`config.mk`:
```
export PLATFORM = sky130hd
export DESIGN_NAME = chunked_body_decoder
export DESIGN_NICKNAME = d
export VERILOG_FILES = /design/src/rtl/core/cbd_pkg.sv /design/src/rtl/core/cbd_step.sv /design/src/rtl/core/chunked_body_decoder.sv
export SDC_FILE = /design/constraint.sdc
export NUM_CORES = 1
export LEC_CHECK = 0
export BUFFER_PORTS_ARGS = -buffer_cell sky130_fd_sc_hd__buf_2
export CORE_UTILIZATION = 35
export DETAILED_ROUTE_END_ITERATION = 12
export PLACE_DENSITY = 0.48
export SYNTH_ARGS = -nofsm -noshare
export SYNTH_HDL_FRONTEND = slang
export SYNTH_SLANG_ARGS = --single-unit
```
`constraint.sdc`:
```
create_clock -name clk_i -period 3.8 [get_ports clk_i]
set_clock_uncertainty 0.1 [all_clocks]
set_input_delay 0.76 -clock clk_i [delete_from_list [all_inputs] [get_ports clk_i]]
set_output_delay 0.76 -clock clk_i [all_outputs]
set_load 0.05 [all_outputs]
```
`src/rtl/core/cbd_pkg.sv`:
```
// Types, codes and helper functions shared by the chunked body decoder files.
`timescale 1ns / 1ps
package cbd_pkg;

  localparam logic [31:0] MaxChunkSizeReset = 32'd1048576;
  localparam logic [31:0] SizeAllOnes       = 32'hFFFF_FFFF;

  localparam logic [7:0] CharCr = 8'h0D;
  localparam logic [7:0] CharLf = 8'h0A;

  localparam logic [1:0] FuncData    = 2'd0;
  localparam logic [1:0] FuncEnd     = 2'd1;
  localparam logic [1:0] FuncRestart = 2'd2;

  typedef enum logic [2:0] {
    KIND_CONSUMED  = 3'd0,
    KIND_BODY      = 3'd1,
    KIND_COMPLETE  = 3'd2,
    KIND_BAD       = 3'd3,
    KIND_TOO_LARGE = 3'd4
  } kind_e;

  typedef enum logic [2:0] {
    PH_SIZE_FIRST = 3'd0,
    PH_SIZE_MORE  = 3'd1,
    PH_SIZE_LF    = 3'd2,
    PH_DATA       = 3'd3,
    PH_SKIP_LINE  = 3'd4,
    PH_LAST_LINE  = 3'd5,
    PH_FINISHED   = 3'd6
  } phase_e;

  typedef struct packed {
    logic [1:0] func;
    logic [7:0] data_byte;
  } in_item_t;

  typedef struct packed {
    kind_e       kind;
    logic [7:0]  body_byte;
    logic [31:0] body_length;
  } out_item_t;

  typedef struct packed {
    phase_e      phase;
    logic [31:0] size_or_remaining;
    logic        size_overflow;
    logic [31:0] body_total;
  } dec_state_t;

  // Returns whether the byte is a hex digit of either case, and its value.
  function automatic logic [4:0] hex_value(input logic [7:0] c);
    logic [4:0] res;
    res = 5'd0;
    if (c >= 8'h30 && c <= 8'h39) begin
      res = {1'b1, c[3:0]};
    end else if ((c >= 8'h41 && c <= 8'h46) || (c >= 8'h61 && c <= 8'h66)) begin
      res = {1'b1, c[3:0] + 4'd9};
    end
    return res;
  endfunction

endpackage

```
`src/rtl/core/cbd_step.sv`:
```
// Next-state and result logic of the chunked body decoder for one beat.
`timescale 1ns / 1ps
module cbd_step
  import cbd_pkg::*;
(
  input  dec_state_t  state_i,
  input  in_item_t    item_i,
  input  logic [31:0] max_chunk_size_i,
  output dec_state_t  state_o,
  output out_item_t   result_o
);

  logic [4:0]  hex;
  logic        acc_sat;
  logic [31:0] acc_value;
  logic        too_large;
  phase_e      line_done_phase;
  kind_e       line_done_kind;
  kind_e       kind;
  logic [7:0]  byte_out;

  assign hex = hex_value(item_i.data_byte);

  // Shifting in one more digit overflows exactly when the top nibble is in use.
  assign acc_sat   = state_i.size_overflow || (|state_i.size_or_remaining[31:28]);
  assign acc_value = acc_sat ? SizeAllOnes
                             : {state_i.size_or_remaining[27:0], hex[3:0]};

  assign too_large = state_i.size_overflow || (state_i.size_or_remaining > max_chunk_size_i);

  always_comb begin
    if (too_large) begin
      line_done_phase = PH_FINISHED;
      line_done_kind  = KIND_TOO_LARGE;
    end else begin
      line_done_phase = (state_i.size_or_remaining == '0) ? PH_LAST_LINE : PH_DATA;
      line_done_kind  = KIND_CONSUMED;
    end
  end

  always_comb begin
    state_o  = state_i;
    kind     = KIND_CONSUMED;
    byte_out = 8'd0;
    if (item_i.func == FuncRestart) begin
      state_o.phase             = PH_SIZE_FIRST;
      state_o.size_or_remaining = '0;
      state_o.size_overflow     = 1'b0;
      state_o.body_total        = '0;
    end else if (item_i.func == FuncEnd) begin
      if (state_i.phase != PH_FINISHED) begin
        state_o.phase = PH_FINISHED;
        kind          = KIND_BAD;
      end
    end else if (item_i.func == FuncData) begin
      case (state_i.phase)
        PH_SIZE_FIRST: begin
          if (!hex[4]) begin
            state_o.phase = PH_FINISHED;
            kind          = KIND_BAD;
          end else begin
            state_o.size_or_remaining = acc_value;
            state_o.size_overflow     = acc_sat;
            state_o.phase             = PH_SIZE_MORE;
          end
        end
        PH_SIZE_MORE: begin
          if (hex[4]) begin
            state_o.size_or_remaining = acc_value;
            state_o.size_overflow     = acc_sat;
          end else if (item_i.data_byte == CharCr) begin
            state_o.phase = PH_SIZE_LF;
          end else if (item_i.data_byte == CharLf) begin
            state_o.phase = line_done_phase;
            kind          = line_done_kind;
          end else begin
            state_o.phase = PH_FINISHED;
            kind          = KIND_BAD;
          end
        end
        PH_SIZE_LF: begin
          if (item_i.data_byte == CharLf) begin
            state_o.phase = line_done_phase;
            kind          = line_done_kind;
          end else begin
            state_o.phase = PH_FINISHED;
            kind          = KIND_BAD;
          end
        end
        PH_DATA: begin
          kind     = KIND_BODY;
          byte_out = item_i.data_byte;
          if (state_i.body_total != SizeAllOnes) begin
            state_o.body_total = state_i.body_total + 32'd1;
          end
          state_o.size_or_remaining = state_i.size_or_remaining - 32'd1;
          if (state_i.size_or_remaining == 32'd1) begin
            state_o.phase = PH_SKIP_LINE;
          end
        end
        PH_SKIP_LINE: begin
          if (item_i.data_byte == CharLf) begin
            state_o.phase             = PH_SIZE_FIRST;
            state_o.size_or_remaining = '0;
            state_o.size_overflow     = 1'b0;
          end
        end
        PH_LAST_LINE: begin
          if (item_i.data_byte == CharLf) begin
            state_o.phase = PH_FINISHED;
            kind          = KIND_COMPLETE;
          end
        end
        default: begin
        end
      endcase
    end
  end

  assign result_o.kind        = kind;
  assign result_o.body_byte   = byte_out;
  assign result_o.body_length = state_o.body_total;

endmodule

```
`src/rtl/core/chunked_body_decoder.sv`:
```
// Top level of the chunked body decoder.
`timescale 1ns / 1ps
// Decodes a chunked message body at one byte per clock while the input is not stalled. Each accepted
// input beat gives exactly one result beat, which is held in the output register from the cycle after
// acceptance until it is taken. A new beat is taken in every cycle in which the input is not stalled;
// the input is stalled only while the output register holds a result that the downstream side is
// stalling. The decoder state and the result register are the only stages, so there is no start-up
// pass after reset. The chunk size limit is written through its own port, which is always ready.
module chunked_body_decoder
  import cbd_pkg::*;
(
  input  logic        clk_i,
  input  logic        rst_ni,
  input  logic        in_valid_i,
  output logic        in_stall_o,
  input  in_item_t    in_data_i,
  output logic        out_valid_o,
  input  logic        out_stall_i,
  output out_item_t   out_data_o,
  input  logic        cfg_valid_i,
  output logic        cfg_ready_o,
  input  logic [31:0] cfg_data_i
);

  logic [31:0] max_chunk_size_q;
  dec_state_t  state_q;
  dec_state_t  state_d;
  out_item_t   result_d;
  out_item_t   out_data_q;
  logic        out_valid_q;
  logic        accept;

  assign cfg_ready_o = 1'b1;
  assign in_stall_o  = out_valid_q && out_stall_i;
  assign accept      = in_valid_i && !in_stall_o;

  cbd_step u_step (
    .state_i          (state_q),
    .item_i           (in_data_i),
    .max_chunk_size_i (max_chunk_size_q),
    .state_o          (state_d),
    .result_o         (result_d)
  );

  always_ff @(posedge clk_i or negedge rst_ni) begin
    if (!rst_ni) begin
      max_chunk_size_q <= MaxChunkSizeReset;
    end else if (cfg_valid_i && cfg_ready_o) begin
      max_chunk_size_q <= cfg_data_i;
    end
  end

  always_ff @(posedge clk_i or negedge rst_ni) begin
    if (!rst_ni) begin
      state_q.phase             <= PH_SIZE_FIRST;
      state_q.size_or_remaining <= '0;
      state_q.size_overflow     <= 1'b0;
      state_q.body_total        <= '0;
    end else if (accept) begin
      state_q <= state_d;
    end
  end

  always_ff @(posedge clk_i or negedge rst_ni) begin
    if (!rst_ni) begin
      out_valid_q <= 1'b0;
    end else if (accept) begin
      out_valid_q <= 1'b1;
    end else if (!out_stall_i) begin
      out_valid_q <= 1'b0;
    end
  end

  always_ff @(posedge clk_i) begin
    if (accept) begin
      out_data_q <= result_d;
    end
  end

  assign out_valid_o = out_valid_q;
  assign out_data_o  = out_data_q;

endmodule

```
After elaboration in Yosys (flattened, before gate mapping)
Index checks and enable logic that the tools add are counted.
Widths: inputs -> output; s select.

storage, ports and cells
  latch bits = 0
  flip-flop bits (word level) = 144
  memories kept = 0
  bits in read-only memories = 0
  memory bits (writable) = 0
  output and inout bits = 46
  input port bits = 47
  logic and storage cells = 100

operators by class
  reductions and logical operators = 23
  bitwise gates (word level) = 2
  add/sub/neg operators = 3
  equal/unequal tests = 21
  divide/modulo/power cells = 0
  muxes and demuxes = 35
  $mul = 0
  shifts and indexed selects = 0
  order comparisons = 7

operators by type and width
  operator               count
  $mux 68                2
  $mux 32                3
  $pmux 32 s3            1
  $mux 65                1
  $mux 3                 16
  $mux 36                1
  $mux 33                1
  $add 32x1->32 const B  1
  $eq 32x1->1 const B    1
  $gt 32x32->1           1
  $logic_not 32->1       1
  $ne 32x32->1 const B   1
  $sub 32x1->32 const B  1
  $pmux 3 s6             1
  $eq 8x4->1 const B     2
  $ge 8x7->1 const B     2
  $le 8x7->1 const B     2
  $pmux 3 s5             1
  $ne 4x1->1 const B     3
  $reduce_and 6->1       2
  $mux 5                 2
  $ge 8x6->1 const B     1
  $le 8x6->1 const B     1
  $reduce_and 8->1       1
  26 further kinds       42

Longest topological paths before layout
Gate-level depths: netlist (run 1).

  depth in word-level cells = 11
  gate-level depth with buffers = 10
  depth with buffers taken out = 8

Cells and area by module
Synthesis (run 1) repeated with hierarchy kept, for this count alone.

second synthesis, totals
  cells, all modules = 951
  area total of the unflattened synthesis = 9,317.7 µm²

by module, submodules not included
  module                cells an instance  seq. area each (µm²)  area an instance (µm²)  times used
  chunked_body_decoder  260                3,819.9               5,067.4                 1
  cbd_step              691                0.0                   4,250.3                 1

Worst setup path before layout (run 1)
Ideal clock, no wire load.

  path kind = in2reg
  from = input out_stall_i
  to = register state_q[20] (netlist bit)
  data required time = 3,574 ps
  path buffers = 1
  arrival time = 3,194 ps
  cell stages on the path = 6
  library setup time = 126 ps
  setup slack = 380 ps
  cells stage by stage = and2_1 -> nand2b_1 -> inv_1 -> clkbuf_1 -> nor2b_1 -> a311o_1

on the way
  longest elaborated chain between the ends = 3

RTL lines
  item                    RTL line                    text
  start: declaration      chunked_body_decoder.sv:18  input logic out_stall_i,
  $logic_and 1x1->1       chunked_body_decoder.sv:34  assign in_stall_o = out_valid_q && out_stall_i;
  $logic_not 1->1         chunked_body_decoder.sv:35  assign accept = in_valid_i && !in_stall_o;
  $logic_and 1x1->1       chunked_body_decoder.sv:35
  net accept              chunked_body_decoder.sv:31  logic accept;
  end signal: assignment  chunked_body_decoder.sv:60  state_q <= state_d;
  end: declaration        chunked_body_decoder.sv:26  dec_state_t state_q;

The timed path passes the listed nets, and every way through them passes these cells.
A chain may end at the register's enable or synchronous reset.

==> reports/summary.md, run 1 <==
- result of the run: finished, final reports clean
- ratio of cells with drive above 1 in the final layout: 16.5%
- commonest non-fill, non-tap cell in the layout: dfrtp_1
- detailed-route wire length per cell: 17.8 um
- Setup CP Type: register to register
- post-synthesis cell type count: 78
- cell with the biggest individual delay on the critical path: o211ai_1
- top flip-flop cell by instance count after synthesis: dfrtp_1
- startpoint class of the critical path: register
- clock-pin slew reported for the worst setup and hold paths after clock tree synthesis: 0.07 ns
- cell count after synthesis: 1018
- r2r startpoint: state_q[3]
- max cap viols: 0
- synthesis-to-finish area growth: 16.6%
- crit share post-route: 81.1%
- number of hold buffers added after CTS: 0
- via total after detailed routing: 7923
- DRC marker count from the first detailed-route iteration: 475
- Post-Synthesis Mean Instance Area: 8.96 um^2
- number of warnings reported in the yosys synthesis log: 0
- count of pins on the block boundary: 93
- number of antenna violations at the first check in global routing: 0
- crit path time final: 3.08 ns
- Pins Over Slew Limit: 0
- diode count: 0
- series of cell instances along the critical path: and4_1 > nand3_1 > or4_1 > o211ai_1 > or3_1 > a21oi_1
- Longest Clk Path Bufs: 2
- Routed Antenna Nets: 0
- Detailed Routing Iterations Pass 1: 4
- DPL Wire Length: 17500 um
- global-route wire length before repair: 41800 um
- maximum achievable frequency: 324 MHz
- total global routing track utilization: 20.0%
- syn_nets: 1112
- Leakage: 4.36 nW
- initial core utilization: 35.9%
- sequential element share of the synthesized area: 41.9%
- worst IR drop on VDD: 0.000283 V
- clock tree sinks: 144
- final count of negative-setup-slack endpoints: 0
- pin count of the biggest net entering global routing: 67
- reg2reg path depth: 6
- Congestion Overflow GR: 0
- die footprint: 26700 um^2
- design internal power: 3.63 mW
- H-tree lvl count: 4
- commonest cells after routing, fill and taps aside: dfrtp_1, o21ai_0, buf_2, nand2_1, nor2_1
- placer congestion estimate: 0.843
- TritonCTS Buffers: 17
- placeable core area: 25400 um^2
- area share of the leading cell type in the synthesized netlist: 27.4%
- Pwr Density: 551 nW/um^2
- wire length reported by the detailed router: 25600 um
- DRC violations left: 0
- buffers inserted during post-CTS setup optimization: 0
- top area cells in the synthesized netlist: dfrtp_1, edfxtp_1, ha_1
- maximum fanout count along the critical path: 12
- switching power summed over all nets: 2.22 mW
- reg-to-reg slack, setup: 0.72 ns
- Critical Path Max Stage Delay: 0.69 ns
- combinational group share of total power: 29.1%
- Clk pwr share: 32.7%
- data required time at the worst endpoint: 3.84 ns
- total of cells resized after clock tree synthesis: 0
- Post-Syn Area: 9120 um^2
- number of cell rows: 58
- number of nets in the finished design: 1186
- chip height: 163 um
- setup repair after global routing missed its margin: no
- post-synthesis cell type with the largest combined area: dfrtp_1
- transition at the pin with the smallest max-transition slack: 0.839 ns
- destination of the worst register-to-register timing path: out_data_o[29]
- clock latency on the worst-skew pair: 0.43 ns
- vias per cell: 5.52
- number of buffers added on ports: 91
- class of the tightest hold or removal check: primary input to async pin
- Die X: 163 um
- setup TNS after final layout: 0 ns
- ys async rst share: 70.1%
- tightest hold margin: 0.291 ns
- number of hold-slack violations in the final timing report: 0
- Max-slew headroom: 43.8%
- vias in the first global route: 7663
- part of the total power dissipated in sequential elements: 38.2%
- register bit total from synthesis: 144
- switching share of power: 38.0%
- kind of end point of the critical path: register
- clock tree from TritonCTS: built
- Post-synth EDFFs: 43
- worst path arrival time: 3.13 ns
- root buf cell: clkbuf_16
[synthesized netlist by cell type (5+ instances only)]
| cell | count |
|---|---|
| dfrtp_1 | 100 |
| o21ai_0 | 90 |
| nand2_1 | 86 |
| nor2_1 | 86 |
| a21oi_1 | 71 |
| clkbuf_1 | 60 |
| inv_1 | 49 |
| ha_1 | 47 |
| edfxtp_1 | 43 |
| nand3_1 | 33 |
| nand4_1 | 30 |
| a31oi_1 | 23 |
| mux2i_1 | 23 |
| nor3_1 | 23 |
| xnor2_1 | 20 |
| nor4_1 | 19 |
| and3_1 | 16 |
| o211ai_1 | 14 |
| o31ai_1 | 14 |
| or3_1 | 13 |
| nand2b_1 | 10 |
| nor2b_1 | 10 |
| or4_1 | 9 |
| xor2_1 | 8 |
| a211oi_1 | 6 |
| and4_1 | 6 |
| nor3b_1 | 6 |
| o221ai_1 | 6 |
| o22a_1 | 6 |
| a31o_2 | 5 |
| buf_2 | 5 |
[metrics by stage]
| stage | utilization (%) | total power, mW | instance area, um^2 | setup WS, ns | instances |
|---|---|---|---|---|---|
| final | 41.8 | 5.86 | 10600 | 0.717 | 1435 |
| after global routing | 41.8 | 6.21 | 10600 | 0.460 | 1435 |
| after CTS | 41.8 | 5.89 | 10600 | 0.732 | 1435 |
| after detailed placement | 39.2 | 3.96 | 9970 | 0.496 | 1403 |
| after global placement | 39.2 | 3.95 | 9970 | 0.533 | 1403 |
| after floorplan | - | 3.37 | 9120 | 0.380 | 1018 |
[metal layers]
layer / global-route usage, % / share of wire, %
met5: 0 / 0
met4: 6.63 / 2.0
met3: 2.97 / 3.3
met2: 33.1 / 48
met1: 26.5 / 47
[registers in the layout, indices dropped and copies added (netlist names)]
name,count
out_data_o,43
max_chunk_size_q,32
out_valid_o,1
state_q,68
[cells by family after synthesis]
group,Yosys count,share of synthesized area [%]
mux,26,2.90
xor+xnor,28,2.69
other cells,1,0.0411
fa+ha+maj,47,6.45
simple gates,370,21.0
buf+inv,118,5.13
flops,144,41.9
compound gates,284,19.9
[worst max-delay path: cells and delay by family, from the launching register on]
| kind | cells | cell delay, ns |
|---|---|---|
| AO/OA/AOI/OAI | 2 | 0.75 |
| AND/OR/NAND/NOR | 4 | 1.46 |
| flip-flops | 1 | 0.48 |
[worst max path at each step]
stage | from | end | slack [ns] | cells after the start
6_report | state_q[3] | out_data_o[29] | 0.72 | 6
5_1_grt | state_q[3] | out_data_o[27] | 0.46 | 6
4_1_cts | state_q[3] | out_data_o[29] | 0.73 | 6
3_5_place_dp | in_data_i[9] | out_data_o[19] | 0.50 | 9
3_3_place_gp | in_data_i[9] | out_data_o[19] | 0.53 | 9
2_1_floorplan | out_stall_i | state_q[20] | 0.38 | 6
[power by group through the flow]
stage / Combinational [mW] / Clock, mW / Sequential (mW)
2_1_floorplan: 1.21 / 0 / 2.17
3_3_place_gp: 1.69 / 0 / 2.26
3_5_place_dp: 1.69 / 0 / 2.26
4_1_cts: 1.70 / 1.96 / 2.23
5_1_grt: 1.92 / 2.01 / 2.28
6_report: 1.70 / 1.91 / 2.24
[area by class of cell]
cell class                      instances  area, um^2
Clock buffer                           17         425
Clock inverter                         15         231
Fill cell                            2574       14800
Inverter                               49         184
Multi-Input combinational cell        756        4830
Sequential cell                       144        3820
Tap cell                              330         413
Timing Repair Buffer                  124         718
(Power assumes the default switching activity.)
==> run 2: changes to the inputs <==
--- a/config.mk
+++ b/config.mk
@@ -5,6 +5,7 @@
 export SDC_FILE = /design/constraint.sdc
 export NUM_CORES = 1
 export LEC_CHECK = 0
+export ABC_AREA = 1
 export BUFFER_PORTS_ARGS = -buffer_cell sky130_fd_sc_hd__buf_2
 export CORE_UTILIZATION = 35
 export DETAILED_ROUTE_END_ITERATION = 12
==> constraint.sdc (replaced) <==
create_clock -name clk_i -period 2.99 [get_ports clk_i]
set_clock_uncertainty 0.1 [all_clocks]
set_input_delay 0.598 -clock clk_i [delete_from_list [all_inputs] [get_ports clk_i]]
set_output_delay 0.598 -clock clk_i [all_outputs]
set_load 0.05 [all_outputs]
==> reports/summary.md, run 2 <==
- power consumption: 8.41 mW
- cell count after synthesis: 1205
- area share of the leading cell type in the synthesized netlist: 26.9%
- setup repair after global routing missed its margin: no
- pin count of the biggest net entering global routing: 79
- ratio of cells with drive above 1 in the final layout: 17.6%
- share of the core filled with cells in the final layout: 41.6%
- placer congestion estimate: 0.870
- crit share post-route: 84.1%
- DPL Wire Length: 18200 um
- synthesis-to-finish area growth: 16.5%
- detailed-route wire length per cell: 15.1 um
- chip height: 165 um
- H-tree lvl count: 4
- finished layout cell area: 10800 um^2
- number of nets in the finished design: 1397
- vias in the first global route: 7674
- sequential element share of the synthesized area: 41.1%
- top area cells in the synthesized netlist: dfrtp_1, edfxtp_1, nand2_1
- Congestion Overflow GR: 0
- worst path arrival time: 2.71 ns
- maximum achievable frequency: 398 MHz
- wire length reported by the detailed router: 25000 um
- Setup CP Type: register to register
- count of pins on the block boundary: 93
- cell with the most instances after synthesis: nand2_1
- Longest Clk Path Bufs: 2
- number of buffers added on ports: 91
- top flip-flop cell by instance count after synthesis: dfrtp_1
- worst IR drop on VDD: 0.000412 V
- clock-pin slew reported for the worst setup and hold paths after clock tree synthesis: 0.07 ns
- global-route wire length before repair: 40800 um
- sum of buffers and inverters on the critical path: 2
- register bit total from synthesis: 144
- commonest cells after routing, fill and taps aside: nand2_1, inv_1, nor2_1, dfrtp_1, o21ai_0
- series of cell instances along the critical path: nand2_4 > nor2_8 > buf_4 > nor2_1 > nand2_1 > inv_1 > nand2_1 > o21ai_0 > o22ai_1
- total cell area at the placement stage: 10200 um^2
- initial core utilization: 35.7%
- diode count: 0
- grt met1 use: 28.7%
- number of hold buffers added after CTS: 0
- maximum fanout count along the critical path: 16
- total global routing track utilization: 19.4%
- number of hold-slack violations in the final timing report: 0
- post-synthesis cell type with the largest combined area: dfrtp_1
- root buf cell: clkbuf_16
- Pwr Density: 776 nW/um^2
- routing layer with the top usage in global route: met2
- crit path time final: 2.51 ns
- TritonCTS Buffers: 17
- vias per cell: 4.91
- DRC marker count from the first detailed-route iteration: 567
- post-synthesis cell type count: 61
- Leakage: 5.18 nW
- reg2reg path depth: 9
- syn_nets: 1299
- data required time at the worst endpoint: 3.18 ns
- result of the run: finished, final reports clean
- number of antenna violations at the first check in global routing: 0
- met3 track utilization from global routing: 2.99%
- kind of end point of the critical path: register
- number of fill cells in the layout: 2679
- critical path depth in cells: 9
- clock latency on the worst-skew pair: 0.44 ns
- clock tree from TritonCTS: built
- Post-Syn Area: 9300 um^2
- clock tree sinks: 144
- transition at the pin with the smallest max-transition slack: 0.884 ns
- via total after detailed routing: 8109
- kind of cell adding the most delay to the critical path: simple AND/OR/NAND/NOR gates
- Critical Path Max Stage Delay: 0.51 ns
- startpoint class of the critical path: register
- ys async rst share: 70.1%
- buffers inserted during post-CTS setup optimization: 0
- Largest Register: state_q
- Routed Antenna Nets: 0
- class of the tightest hold or removal check: primary input to async pin
- met2 routing resource usage after global routing: 29.2%
- number of cell rows: 59
- Max-slew headroom: 41.1%
- total of cells resized after clock tree synthesis: 0
- placeable core area: 26100 um^2
- max reg flops: 68
- number of warnings reported in the yosys synthesis log: 0
- Post-synth EDFFs: 43
- DRC violations left: 0
- Post-Synthesis Mean Instance Area: 7.72 um^2
- Detailed Routing Iterations Pass 1: 5
- die footprint: 27200 um^2
- commonest non-fill, non-tap cell in the layout: nand2_1
- final count of negative-setup-slack endpoints: 0
- Pins Over Slew Limit: 0
- Die X: 165 um
- setup TNS after final layout: 0 ns
- Synth top cells by count: nand2_1, inv_1, nor2_1
- max cap viols: 0
- cell with the biggest individual delay on the critical path: nor2_1
- cell with the most instances on the worst path: nand2_1
-- run 2: cell count changes after synthesis, sizes merged, moves of 31 or more --
cell,delta
clkbuf,-37
inv,+124
nand2,+209
nand3,+31
nor2,+42
o21ai,+40
-- run 2: report_power, final --
part	switching (mW)	internal [mW]
logic	2.23	1.11
registers	0.423	2.33
clock network	0.913	1.41
-- run 2: area by class of cell --
| class | instances | area (um^2) | area share, % |
|---|---|---|---|
| clock buffer | 20 | 437 | 4.03 |
| inverter | 174 | 653 | 6.02 |
| clock inverter | 12 | 183 | 1.69 |
| sequential | 144 | 3820 | 35.2 |
| tap | 335 | 419 | 3.87 |
| timing repair buffer | 114 | 656 | 6.05 |
| multi-input combinational | 852 | 4670 | 43.1 |
-- run 2: path summary, 6_finish.rpt --
kind                           startpoint              endpoint  slack, ns
max                           state_q[66]           state_q[35]       0.48
max in group asynchronous          rst_ni  max_chunk_size_q[27]       2.08
max reg2reg                   state_q[66]           state_q[35]       0.48
min in group clk_i         cfg_data_i[19]  max_chunk_size_q[19]       0.26
min reg2reg                   out_valid_o           out_valid_o       0.38
min                                rst_ni  max_chunk_size_q[21]       0.05
-- run 2: layer usage --
| layer | part of all wire [%] | up-vias |
|---|---|---|
| li1 | - | 4159 |
| met1 | 52 | 3774 |
| met2 | 44 | 159 |
| met3 | 3.3 | 17 |
| met4 | 1.2 | 0 |
| met5 | 0 | - |
-- run 2: kinds of logic after synthesis --
family	count (synthesis)	share of synthesized area [%]
fa+ha+maj	47	6.32
mux	1	0.121
buf+inv	209	8.77
other cells	1	0.0403
xor+xnor	14	1.32
simple gates	570	28.5
flops	144	41.1
compound gates	219	13.9
-- run 2: metrics by stage --
step	std cells	setup slack, ns	hold slack [ns]
2_1_floorplan	1205	0.641	0.202
3_3_place_gp	1619	0.179	0.382
3_5_place_dp	1619	0.144	0.375
4_1_cts	1651	0.488	0.0848
5_1_grt	1651	0.238	0.106
6_report	1651	0.477	0.0541
==> run 3: changes to the inputs <==
--- a/config.mk
+++ b/config.mk
@@ -5,11 +5,11 @@
 export SDC_FILE = /design/constraint.sdc
 export NUM_CORES = 1
 export LEC_CHECK = 0
-export ABC_AREA = 1
+export ABC_AREA = 0
 export BUFFER_PORTS_ARGS = -buffer_cell sky130_fd_sc_hd__buf_2
 export CORE_UTILIZATION = 35
 export DETAILED_ROUTE_END_ITERATION = 12
-export PLACE_DENSITY = 0.48
+export PLACE_DENSITY = 0.5
 export SYNTH_ARGS = -nofsm -noshare
 export SYNTH_HDL_FRONTEND = slang
 export SYNTH_SLANG_ARGS = --single-unit
==> constraint.sdc (replaced) <==
create_clock -name clk_i -period 2.1 [get_ports clk_i]
set_clock_uncertainty 0.1 [all_clocks]
set_input_delay 0.42 -clock clk_i [delete_from_list [all_inputs] [get_ports clk_i]]
set_output_delay 0.42 -clock clk_i [all_outputs]
set_load 0.05 [all_outputs]
==> reports/summary.md, run 3 (synthesized netlist as in run 1, its figures left out) <==
- clock latency on the worst-skew pair: 0.42 ns
- crit path time final: 2.66 ns
- TritonCTS Buffers: 17
- data required time at the worst endpoint: 2.30 ns
- Pwr Density: 917 nW/um^2
- number of non-filler instances in the completed layout: 1716
- cell count after placement: 1638
- Routed Antenna Nets: 0
- ratio of cells with drive above 1 in the final layout: 43.7%
- pin count of the biggest net entering global routing: 35
- number of nets in the finished design: 1467
- clock tree sinks: 144
- chip height: 163 um
- Pins Over Slew Limit: 0
- maximum fanout count along the critical path: 4
- vias in the first global route: 9146
- vias per cell: 5.33
- violated checks: negative setup slack
- cell with the biggest individual delay on the critical path: dfrtp_1
- wire length reported by the detailed router: 29400 um
- number of antenna violations at the first check in global routing: 0
- power consumption: 12.9 mW
- class of the tightest hold or removal check: primary input to register
- initial core utilization: 35.9%
- worst path arrival time: 2.86 ns
- Leakage: 6.03 nW
- H-tree lvl count: 4
- worst IR drop on VDD: 0.000573 V
- crit share post-route: 127%
- kind of end point of the critical path: register
- global-route wire length before repair: 47400 um
- maximum achievable frequency: 376 MHz
- detailed-route wire length per cell: 17.1 um
- Largest Register: state_q
- setup TNS after final layout: -13.48 ns
- result of the run: finished, violations left
- DRC marker count from the first detailed-route iteration: 558
- number of cell rows: 58
- worst-case setup margin in the final layout: -0.557 ns
- placeable core area: 25400 um^2
- Die X: 163 um
- Congestion Overflow GR: 0
- total global routing track utilization: 22.6%
- number of buffers added on ports: 91
- tightest hold margin: 0.0970 ns
- root buf cell: clkbuf_16
- share of the core filled with cells in the final layout: 55.3%
- Setup CP Type: register to register
- number of hold-slack violations in the final timing report: 0
- Detailed Routing Iterations Pass 1: 5
- startpoint class of the critical path: register
- setup repair after global routing missed its margin: yes
- diode count: 0
- max cap viols: 0
- final count of negative-setup-slack endpoints: 81
- clock-pin slew reported for the worst setup and hold paths after clock tree synthesis: 0.07 ns
- commonest non-fill, non-tap cell in the layout: buf_4
- synthesis-to-finish area growth: 54.1%
- Critical Path Max Stage Delay: 0.44 ns
- via total after detailed routing: 9140
- DPL Wire Length: 20800 um
- Longest Clk Path Bufs: 2
- placer congestion estimate: 0.868
- series of cell instances along the critical path: inv_2 > ha_4 > or4b_1 > or3_4 > o31ai_4 > o211ai_4 > buf_4 > buf_6 > mux2_4 > o31a_1
- die footprint: 26700 um^2
- max reg flops: 68
- DRC violations left: 0
- commonest cells after routing, fill and taps aside: buf_4, dfrtp_1, buf_2, nand2_1, nor2_1
- number of fill cells in the layout: 2296
- clock tree from TritonCTS: built
- count of pins on the block boundary: 93
## run 3: changes by cell type in the layout (fill, tap and decap cells not counted), moves of 11 or more
| cell | delta |
|---|---|
| nor2_1 | -29 |
| buf_6 | +38 |
| nand3_1 | -26 |
| mux2i_1 | +22 |
| inv_2 | -19 |
| buf_12 | +11 |
| a31oi_1 | +16 |
| inv_1 | -106 |
| a21oi_2 | +16 |
| xnor2_1 | +14 |
| buf_4 | +235 |
| o21ai_0 | -40 |
| nand2_1 | -202 |
## run 3: path summary, 6_finish.rpt
path | from | to | slack [ns] | cells past startpoint
hold reg to reg | max_chunk_size_q[20] | max_chunk_size_q[20] | 0.42 | 2
hold / removal | cfg_data_i[13] | max_chunk_size_q[13] | 0.1 | 3
setup reg to reg | state_q[34] | state_q[65] | -0.56 | 10
setup / recovery | state_q[34] | state_q[65] | -0.56 | 10
max in group asynchronous | rst_ni | max_chunk_size_q[20] | 0.92 | 3
min in group asynchronous | rst_ni | max_chunk_size_q[12] | 0.33 | 2
## run 3: worst max-delay path: cells and delay by family (launching register included)
kind	cells	cell delay, ns
AO/OA/AOI/OAI	3	0.45
buffers and inverters	3	0.37
flip-flops	1	0.44
multiplexers	1	0.29
AND/OR/NAND/NOR	2	0.78
adder cells (fa/ha/maj)	1	0.11
## run 3: where the power goes
group / internal [mW] / total [mW] / switching [mW]
Clock: 1.65 / 3.00 / 1.35
Sequential: 3.31 / 3.64 / 0.326
Combinational: 2.99 / 6.25 / 3.26
## run 3: final cells by class
class                   instances  area, um^2  share of cell area (%)
multi-input cells             756        5860                    41.7
flip-flops and latches        144        3820                    27.2
repair buffers                405        3210                    22.8
clock buffers                  17         425                    3.03
well taps                     330         413                    2.94
inverters                      49         188                    1.34
clock inverters                15         134                   0.953
## run 3: per-layer routing
metal,track usage [%],vias up,share of wire [%]
li1,-,4482,-
met1,28.2,4440,44
met2,39.5,174,51
met3,2.97,44,2.9
met4,8.20,0,2.4
met5,0,-,0
## run 3: through the flow
step | worst slack (ns) | instance area (um^2)
6_report | -0.557 | 14000
5_1_grt | -0.632 | 14000
4_1_cts | -0.520 | 13700
3_5_place_dp | -0.559 | 12300
3_3_place_gp | -0.517 | 12300
2_1_floorplan | -0.481 | 9710
## run 3: what timing repair did
action	in CTS	in global routing
pin swaps	43	35
setup buffers	28	18
cloned	4	0
endpoints found under the setup margin	89	100
hold buffers	1	0
resized for setup	127	63
endpoints found under the hold margin	19	0
